### src/rtl/core/rled_pkg.sv
// ----------------------------------------------------------------------------
// rled_pkg: shared types and constants for the RLE pixel stream decoder
// Controller state, command and status bundles, result field widths.
// ----------------------------------------------------------------------------
`default_nettype none

package rled_pkg;

    localparam int PIX_W     = 24;
    localparam int PIX_LANES = 3;
    localparam int BYTE_W    = 8;
    localparam int CNT_W     = 3;
    localparam int GROUP_MAX = 4;
    localparam int TDATA_W   = 104;   // 4*24 + 3 = 99 bits, padded to whole bytes

    typedef enum logic [1:0] {
        ST_HEADER,
        ST_COUNT,
        ST_PIXEL,
        ST_REPEAT
    } rled_state_t;

    typedef struct packed {
        logic load_run;     // header was a repeat count
        logic load_count;   // literal count byte, nonzero
        logic take_byte;    // pixel byte accepted
        logic emit_lit;     // finished literal pixel goes out
        logic emit_first;   // finished repeat pixel, first group
        logic emit_next;    // following repeat group
    } rled_cmd_t;

    typedef struct packed {
        logic byte_zero;    // incoming byte is zero
        logic pixel_done;   // incoming byte is the final byte of a pixel
        logic lit_last;     // current literal pixel is the last of its run
        logic rep_last;     // the group being issued ends the repeat run
        logic out_free;     // output register can take a new result
    } rled_status_t;

endpackage

`default_nettype wire

### src/rtl/core/rle_pixel_stream_decoder_core.sv
// Latency: a result is presented the cycle after the final byte of a pixel is accepted.
// Throughput: one input byte per cycle, except after a repeat pixel, which issues
// ceil(count/4) results at one per cycle (up to 64); the first goes out with the
// final pixel byte and the input is held off for the rest.
// Output register stalls input only while a result is waiting and m_tready is low.
// Reset: synchronous active-low aresetn clears the state machine, counters and
// output valid; pixel payload registers are not reset.
// ----------------------------------------------------------------------------
// rle_pixel_stream_decoder_core: run-length pixel stream decoder
// Decodes repeat and literal runs into groups of up to four pixels per result.
// ----------------------------------------------------------------------------
`default_nettype none

module rle_pixel_stream_decoder_core #(
    parameter int PIXEL_BYTES = 3
) (
    input  wire                              aclk,
    input  wire                              aresetn,
    input  wire                              s_tvalid,
    output logic                             s_tready,
    // tdata: in_byte[7:0]
    input  wire  [7:0]                       s_tdata,
    output logic                             m_tvalid,
    input  wire                              m_tready,
    // tdata: pixel_a[23:0], pixel_b[47:24], pixel_c[71:48], pixel_d[95:72],
    //        group_count[98:96], zero pad[103:99]
    output logic [rled_pkg::TDATA_W-1:0]     m_tdata,
    output logic                             m_tlast
);

    rled_pkg::rled_cmd_t    cmd;
    rled_pkg::rled_status_t status;

    rled_ctrl u_ctrl (
        .aclk     (aclk),
        .aresetn  (aresetn),
        .s_tvalid (s_tvalid),
        .s_tready (s_tready),
        .status   (status),
        .cmd      (cmd)
    );

    rled_dp #(
        .PIXEL_BYTES (PIXEL_BYTES)
    ) u_dp (
        .aclk     (aclk),
        .aresetn  (aresetn),
        .in_byte  (s_tdata),
        .cmd      (cmd),
        .status   (status),
        .m_tready (m_tready),
        .m_tvalid (m_tvalid),
        .m_tdata  (m_tdata),
        .m_tlast  (m_tlast)
    );

endmodule

`default_nettype wire

### src/rtl/core/rled_ctrl.sv
// ----------------------------------------------------------------------------
// rled_ctrl: token state machine
// Tracks header / count / pixel / repeat phases and drives datapath commands.
// ----------------------------------------------------------------------------
`default_nettype none

module rled_ctrl (
    input  wire                   aclk,
    input  wire                   aresetn,
    input  wire                   s_tvalid,
    output logic                  s_tready,
    input  rled_pkg::rled_status_t status,
    output rled_pkg::rled_cmd_t   cmd
);

    rled_pkg::rled_state_t state_reg, state_next;
    logic                  lit_mode_reg, lit_mode_next;
    logic                  acc;

    assign s_tready = status.out_free && (state_reg != rled_pkg::ST_REPEAT);
    assign acc      = s_tvalid && s_tready;

    always_ff @(posedge aclk) begin
        if (!aresetn) begin
            state_reg    <= rled_pkg::ST_HEADER;
            lit_mode_reg <= 1'b0;
        end else begin
            state_reg    <= state_next;
            lit_mode_reg <= lit_mode_next;
        end
    end

    // next state
    always_comb begin
        state_next    = state_reg;
        lit_mode_next = lit_mode_reg;
        unique case (state_reg)
            rled_pkg::ST_HEADER: begin
                if (acc) begin
                    lit_mode_next = status.byte_zero;
                    state_next    = status.byte_zero ? rled_pkg::ST_COUNT
                                                     : rled_pkg::ST_PIXEL;
                end
            end
            rled_pkg::ST_COUNT: begin
                if (acc) begin
                    state_next = status.byte_zero ? rled_pkg::ST_HEADER
                                                  : rled_pkg::ST_PIXEL;
                end
            end
            rled_pkg::ST_PIXEL: begin
                if (acc && status.pixel_done) begin
                    if (lit_mode_reg) begin
                        if (status.lit_last) begin
                            state_next = rled_pkg::ST_HEADER;
                        end
                    end else begin
                        state_next = status.rep_last ? rled_pkg::ST_HEADER
                                                     : rled_pkg::ST_REPEAT;
                    end
                end
            end
            rled_pkg::ST_REPEAT: begin
                if (status.out_free && status.rep_last) begin
                    state_next = rled_pkg::ST_HEADER;
                end
            end
            default: state_next = rled_pkg::ST_HEADER;
        endcase
    end

    // commands
    always_comb begin
        cmd = '0;
        unique case (state_reg)
            rled_pkg::ST_HEADER: begin
                cmd.load_run = acc && !status.byte_zero;
            end
            rled_pkg::ST_COUNT: begin
                cmd.load_count = acc && !status.byte_zero;
            end
            rled_pkg::ST_PIXEL: begin
                cmd.take_byte  = acc;
                cmd.emit_lit   = acc && status.pixel_done && lit_mode_reg;
                cmd.emit_first = acc && status.pixel_done && !lit_mode_reg;
            end
            rled_pkg::ST_REPEAT: begin
                cmd.emit_next = status.out_free;
            end
            default: cmd = '0;
        endcase
    end

endmodule

`default_nettype wire

### src/rtl/core/rled_dp.sv
// ----------------------------------------------------------------------------
// rled_dp: decoder datapath
// Pixel assembly, run counters and the registered result stage.
// ----------------------------------------------------------------------------
`default_nettype none

module rled_dp #(
    parameter int PIXEL_BYTES = 3
) (
    input  wire                                aclk,
    input  wire                                aresetn,
    input  wire  [rled_pkg::BYTE_W-1:0]        in_byte,
    input  rled_pkg::rled_cmd_t                cmd,
    output rled_pkg::rled_status_t             status,
    input  wire                                m_tready,
    output logic                               m_tvalid,
    // tdata: pixel_a[23:0], pixel_b[47:24], pixel_c[71:48], pixel_d[95:72],
    //        group_count[98:96], zero pad[103:99]
    output logic [rled_pkg::TDATA_W-1:0]       m_tdata,
    output logic                               m_tlast
);

    localparam int IDX_W = (PIXEL_BYTES > 1) ? $clog2(PIXEL_BYTES) : 1;
    localparam int PAD_W = rled_pkg::TDATA_W - 4 * rled_pkg::PIX_W - rled_pkg::CNT_W;

    logic [IDX_W-1:0]                 byte_idx_reg, byte_idx_next;
    logic [rled_pkg::PIX_W-1:0]       accum_reg, accum_next;
    logic [rled_pkg::BYTE_W-1:0]      lit_left_reg, lit_left_next;
    logic [rled_pkg::BYTE_W-1:0]      run_left_reg, run_left_next;
    logic [rled_pkg::PIX_W-1:0]       out_pix_reg, out_pix_next;
    logic [rled_pkg::CNT_W-1:0]       out_cnt_reg, out_cnt_next;
    logic                             out_last_reg, out_last_next;
    logic                             out_valid_reg, out_valid_next;

    logic [rled_pkg::PIX_W-1:0]       merged;
    logic [rled_pkg::CNT_W-1:0]       grp_n;
    logic                             pixel_done;
    logic                             start_pixel;

    // place the incoming byte into its lane; lanes above the third are dropped
    always_comb begin
        merged = accum_reg;
        for (int i = 0; i < rled_pkg::PIX_LANES; i++) begin
            if (int'(byte_idx_reg) == i) begin
                merged[i*rled_pkg::BYTE_W +: rled_pkg::BYTE_W] = in_byte;
            end
        end
    end

    assign pixel_done  = (int'(byte_idx_reg) == PIXEL_BYTES - 1);
    assign start_pixel = cmd.load_run || cmd.load_count || (cmd.take_byte && pixel_done);
    assign grp_n       = (run_left_reg > rled_pkg::BYTE_W'(rled_pkg::GROUP_MAX))
                         ? rled_pkg::CNT_W'(rled_pkg::GROUP_MAX)
                         : run_left_reg[rled_pkg::CNT_W-1:0];

    assign status.byte_zero  = (in_byte == '0);
    assign status.pixel_done = pixel_done;
    assign status.lit_last   = (lit_left_reg == rled_pkg::BYTE_W'(1));
    assign status.rep_last   = (run_left_reg <= rled_pkg::BYTE_W'(rled_pkg::GROUP_MAX));
    assign status.out_free   = !out_valid_reg || m_tready;

    always_comb begin
        byte_idx_next  = byte_idx_reg;
        accum_next     = accum_reg;
        lit_left_next  = lit_left_reg;
        run_left_next  = run_left_reg;
        out_pix_next   = out_pix_reg;
        out_cnt_next   = out_cnt_reg;
        out_last_next  = out_last_reg;
        out_valid_next = out_valid_reg && !m_tready;

        if (start_pixel) begin
            byte_idx_next = '0;
            accum_next    = '0;
        end else if (cmd.take_byte) begin
            byte_idx_next = byte_idx_reg + 1'b1;
            accum_next    = merged;
        end

        if (cmd.load_run) begin
            run_left_next = in_byte;
        end
        if (cmd.load_count) begin
            lit_left_next = in_byte;
        end

        if (cmd.emit_lit) begin
            out_pix_next   = merged;
            out_cnt_next   = rled_pkg::CNT_W'(1);
            out_last_next  = 1'b1;
            out_valid_next = 1'b1;
            lit_left_next  = lit_left_reg - 1'b1;
        end
        if (cmd.emit_first || cmd.emit_next) begin
            // later groups reuse the pixel still held in the result register
            if (cmd.emit_first) begin
                out_pix_next = merged;
            end
            out_cnt_next   = grp_n;
            out_last_next  = status.rep_last;
            out_valid_next = 1'b1;
            run_left_next  = run_left_reg - rled_pkg::BYTE_W'(grp_n);
        end
    end

    always_ff @(posedge aclk) begin
        if (!aresetn) begin
            byte_idx_reg  <= '0;
            lit_left_reg  <= '0;
            run_left_reg  <= '0;
            out_valid_reg <= 1'b0;
        end else begin
            byte_idx_reg  <= byte_idx_next;
            lit_left_reg  <= lit_left_next;
            run_left_reg  <= run_left_next;
            out_valid_reg <= out_valid_next;
        end
    end

    always_ff @(posedge aclk) begin
        accum_reg    <= accum_next;
        out_pix_reg  <= out_pix_next;
        out_cnt_reg  <= out_cnt_next;
        out_last_reg <= out_last_next;
    end

    assign m_tvalid = out_valid_reg;
    assign m_tlast  = out_last_reg;
    assign m_tdata  = {
        {PAD_W{1'b0}},
        out_cnt_reg,
        (out_cnt_reg >= rled_pkg::CNT_W'(4)) ? out_pix_reg : '0,
        (out_cnt_reg >= rled_pkg::CNT_W'(3)) ? out_pix_reg : '0,
        (out_cnt_reg >= rled_pkg::CNT_W'(2)) ? out_pix_reg : '0,
        out_pix_reg
    };

endmodule

`default_nettype wire

### config.mk
export PLATFORM = sky130hd
export DESIGN_NAME = rle_pixel_stream_decoder_core
export DESIGN_NICKNAME = d
export VERILOG_FILES = /design/src/rtl/core/rled_pkg.sv /design/src/rtl/core/rle_pixel_stream_decoder_core.sv /design/src/rtl/core/rled_ctrl.sv /design/src/rtl/core/rled_dp.sv
export SDC_FILE = /design/constraint.sdc
export NUM_CORES = 1
export LEC_CHECK = 0
export ABC_AREA = 1
export BUFFER_PORTS_ARGS = -buffer_cell sky130_fd_sc_hd__buf_4
export CAP_MARGIN = 30
export CORE_MARGIN = 3
export CORE_UTILIZATION = 45
export DETAILED_ROUTE_END_ITERATION = 10
export PLACE_DENSITY = 0.75
export SKIP_LAST_GASP = 1
export SLEW_MARGIN = 20
export SYNTH_ARGS = -nofsm -noshare
export SYNTH_HDL_FRONTEND = slang
export SYNTH_SLANG_ARGS = --single-unit
### constraint.sdc
create_clock -name aclk -period 1.6 [get_ports aclk]
set_input_delay 0.08 -clock aclk [delete_from_list [all_inputs] [get_ports aclk]]
set_output_delay 0.08 -clock aclk [all_outputs]
set_load 0.05 [all_outputs]
==> results.yml <==
finish:
  area_growth_pct: 58.21
  final_cells: 794
  largest_reg_flops: 24
  fin_util_pct: 75.19
  num-fill-cells: 565
  antenna_cells: 0
  final_nets: 705
  drive_gt1_share_pct: 42.34
floorplan:
  ios: 119
  rows: 32
  fp.dieW_um: 97.27
  start_util_pct: 47.53
  fp.dieArea_um2: 9461
  core_area_um2: 7888
  fp.dieH_um: 97.27
clock_network:
  clk_latency_ns: 0.34
  cts_hold_buf: 0
  clkTransAtPathRegs_ns: 0.08
  cts_buffers: 9
  cts_tree: "yes"
  cts-root-buf: "clkbuf_8"
  cts_sinks: 66
  h-tree-depth: 3
  clockBufferDepth: 2
sta:
  hold_slack_ns: 0.02336
  rsz0062_at_grt: "true"
  hold_viol: 0
  layout_setup_ws_ns: -0.02986
  fin_crit_ns: 1.630
  finalMaxSlewViolations: 0
  clock_skew_ns: 0.009592
  setup_viol: 14
  clock.fmax_mhz: 613.5
  period_share_pct: 101.9
detailed_routing:
  dr_wl_met3_um: 852
  wl_met2_um: 6109
  wl_um: 11860
  avgRoutedWirePerCell_um: 14.93
  drtIter0Drc: 219
  top_layer: "met4"
  first_pass_iters: 5
  wl_met1_um: 4623
  vias: 4098
  antenna_left: 0
  drcViolationCount: 0
  via_per_inst: 5.161
worst_hold_path:
  hold_class: "input pin to flip-flop"
global_routing:
  overflow: 0
  antenna_found_initial: 0
  grt_pass1_vias: 3616
  grt_first_pass_wirelength_um: 17130
  grt_max_degree: 26
  grt_usage_pct: 21.74
flow_run:
  drv_cap: 0
placed_design:
  portBuffers: 113
  gp_congestion: 0.9303
  place_hpwl_um: 7941
  placed_cells: 759
critical_path:
  critical_path_class: "flip-flop to primary output"
  required_ns: 1.52
  startpoint_type: "flip-flop"
  worstPathArrival_ns: 1.55
  critPathCaptureType: "primary output"
  path_max_fanout: 6
yosys:
  seq_area_frac_synth_pct: 36.32
  synth_area_per_cell_um2: 6.903
  synth-main-ff-cell: "dfxtp_1"
  syn_inst: 543
  yosys-top-cells-count: "121 x nand2_1, 90 x inv_1, 77 x nor2_1"
  synthArstFlopShare_pct: 0
  synth_seq_cells: 66
  synth-edff-count: 4
  ys_types: 40
  synth.most_common_cell: "nand2_1"
  syn-cell-area_um2: 3749
  synth_area_leaders: "dfxtp_1 33%, nand2_1 12%, inv_1 9.0%"
  synth.top_cell.area_share_pct: 33.11
  synth_area_leader_cell: "dfxtp_1"
  ys.warnings.count: 0
pwr:
  p_comb_share_pct: 36.2
  swShare_pct: 38.88
  p_leak_nw: 2.738
  vdd_drop_max_mv: 0.5387
  switchingPower_mw: 1.999
  p_total_mw: 5.141
  p_per_area_nw_per_um2: 866.9
  p_int_mw: 3.142
  clkPwrFrac_pct: 27.9
  seqPwrFrac_pct: 35.9
run_status:
  violations: "negative setup slack"
  status: "finished with violations"
==> cells in the final DEF, fill, tap and decap left out, types with 13 or more instances in the layout <==
cell type / synthesis / routed
nand2_1: 121 / 118
buf_4: 11 / 91
inv_1: 90 / 66
dfxtp_1: 62 / 59
buf_6: 4 / 49
nor2_4: 4 / 46
nor2_1: 77 / 29
o21ai_0: 28 / 25
clkinvlp_4: 0 / 24
nand3_1: 18 / 18
a21oi_1: 18 / 17
o22ai_1: 16 / 16
a21oi_2: 13 / 13
==> worst max-delay path, cell delays in order (launching register included) <==
cell,delay (ns)
edfxtp_1,0.48
a21oi_4,0.21
buf_12,0.15
clkbuf_16,0.18
nor2_4,0.04
buf_6,0.15
==> area by class of cell <==
| cell class | instances | area [um^2] | share of cell area [%] |
|---|---|---|---|
| clock buffer | 9 | 123.9 | 2.089 |
| multi-input combinational | 356 | 2225 | 37.51 |
| inverter | 98 | 465.4 | 7.848 |
| clock inverter | 7 | 76.32 | 1.287 |
| timing repair inverter | 2 | 15.01 | 0.2532 |
| tap | 102 | 127.6 | 2.152 |
| timing repair buffer | 154 | 1530 | 25.80 |
| sequential | 66 | 1368 | 23.06 |
==> cell families (layout without fill, tap and decap cells) <==
logic type	count (synthesis)	after routing	synth area share, %
AOI/OAI and AO/OA	95	95	15.89
adders and majority gates	6	6	2.003
muxes	1	1	0.2670
xor gates and xnor gates	5	5	1.168
buffers and inverters	125	270	14.72
DFF	66	66	36.32
other	2	6	0.2003
and+or+nand+nor	243	243	29.44
==> power by group through the flow <==
stage | sequential, mW | combinational (mW) | clock [mW]
floorplan | 1.97 | 1.11 | 0
global placement | 1.87 | 1.60 | 0
detailed placement | 1.87 | 1.64 | 0
CTS | 1.84 | 1.68 | 1.45
global route | 1.86 | 1.97 | 1.53
finish | 1.85 | 1.86 | 1.44
==> repair_timing <==
item	CTS	global route
setup endpoints to repair	56	120
hold endpoints to repair	0	0
gates resized for setup	5	82
setup buffers	4	7
pin swaps	2	4
gates cloned	0	8
==> routing by layer <==
layer | track usage [%] | up-vias
met4 | 7.242 | 0
met2 | 37.42 | 181
met3 | 4.666 | 25
met1 | 27.02 | 1906
met5 | 0 | -
li1 | - | 1986
==> final timing paths <==
path,cells after the start,start,slack [ns],to
max reg2reg,11,u_dp.run_left_reg[3],0.08,u_dp.run_left_reg[3]
min reg2reg,2,u_dp.accum_reg[2],0.47,u_dp.accum_reg[2]
min,3,aresetn,0.02,u_ctrl.state_reg[0]
max,5,u_dp.out_cnt_reg[1],-0.03,m_tdata[55]
==> metrics by stage <==
step	TNS (ns)	worst slack (ns)	cell area (um^2)
after floorplan	-4.617	-0.1381	4172
after global placement	0	0.04731	5179
after detailed placement	-0.1723	-0.07075	5179
after CTS	-1.084	-0.06297	5441
after global routing	-2.246	-0.08578	5931
final	-0.2963	-0.02986	5931
(Power assumes the default switching activity.)
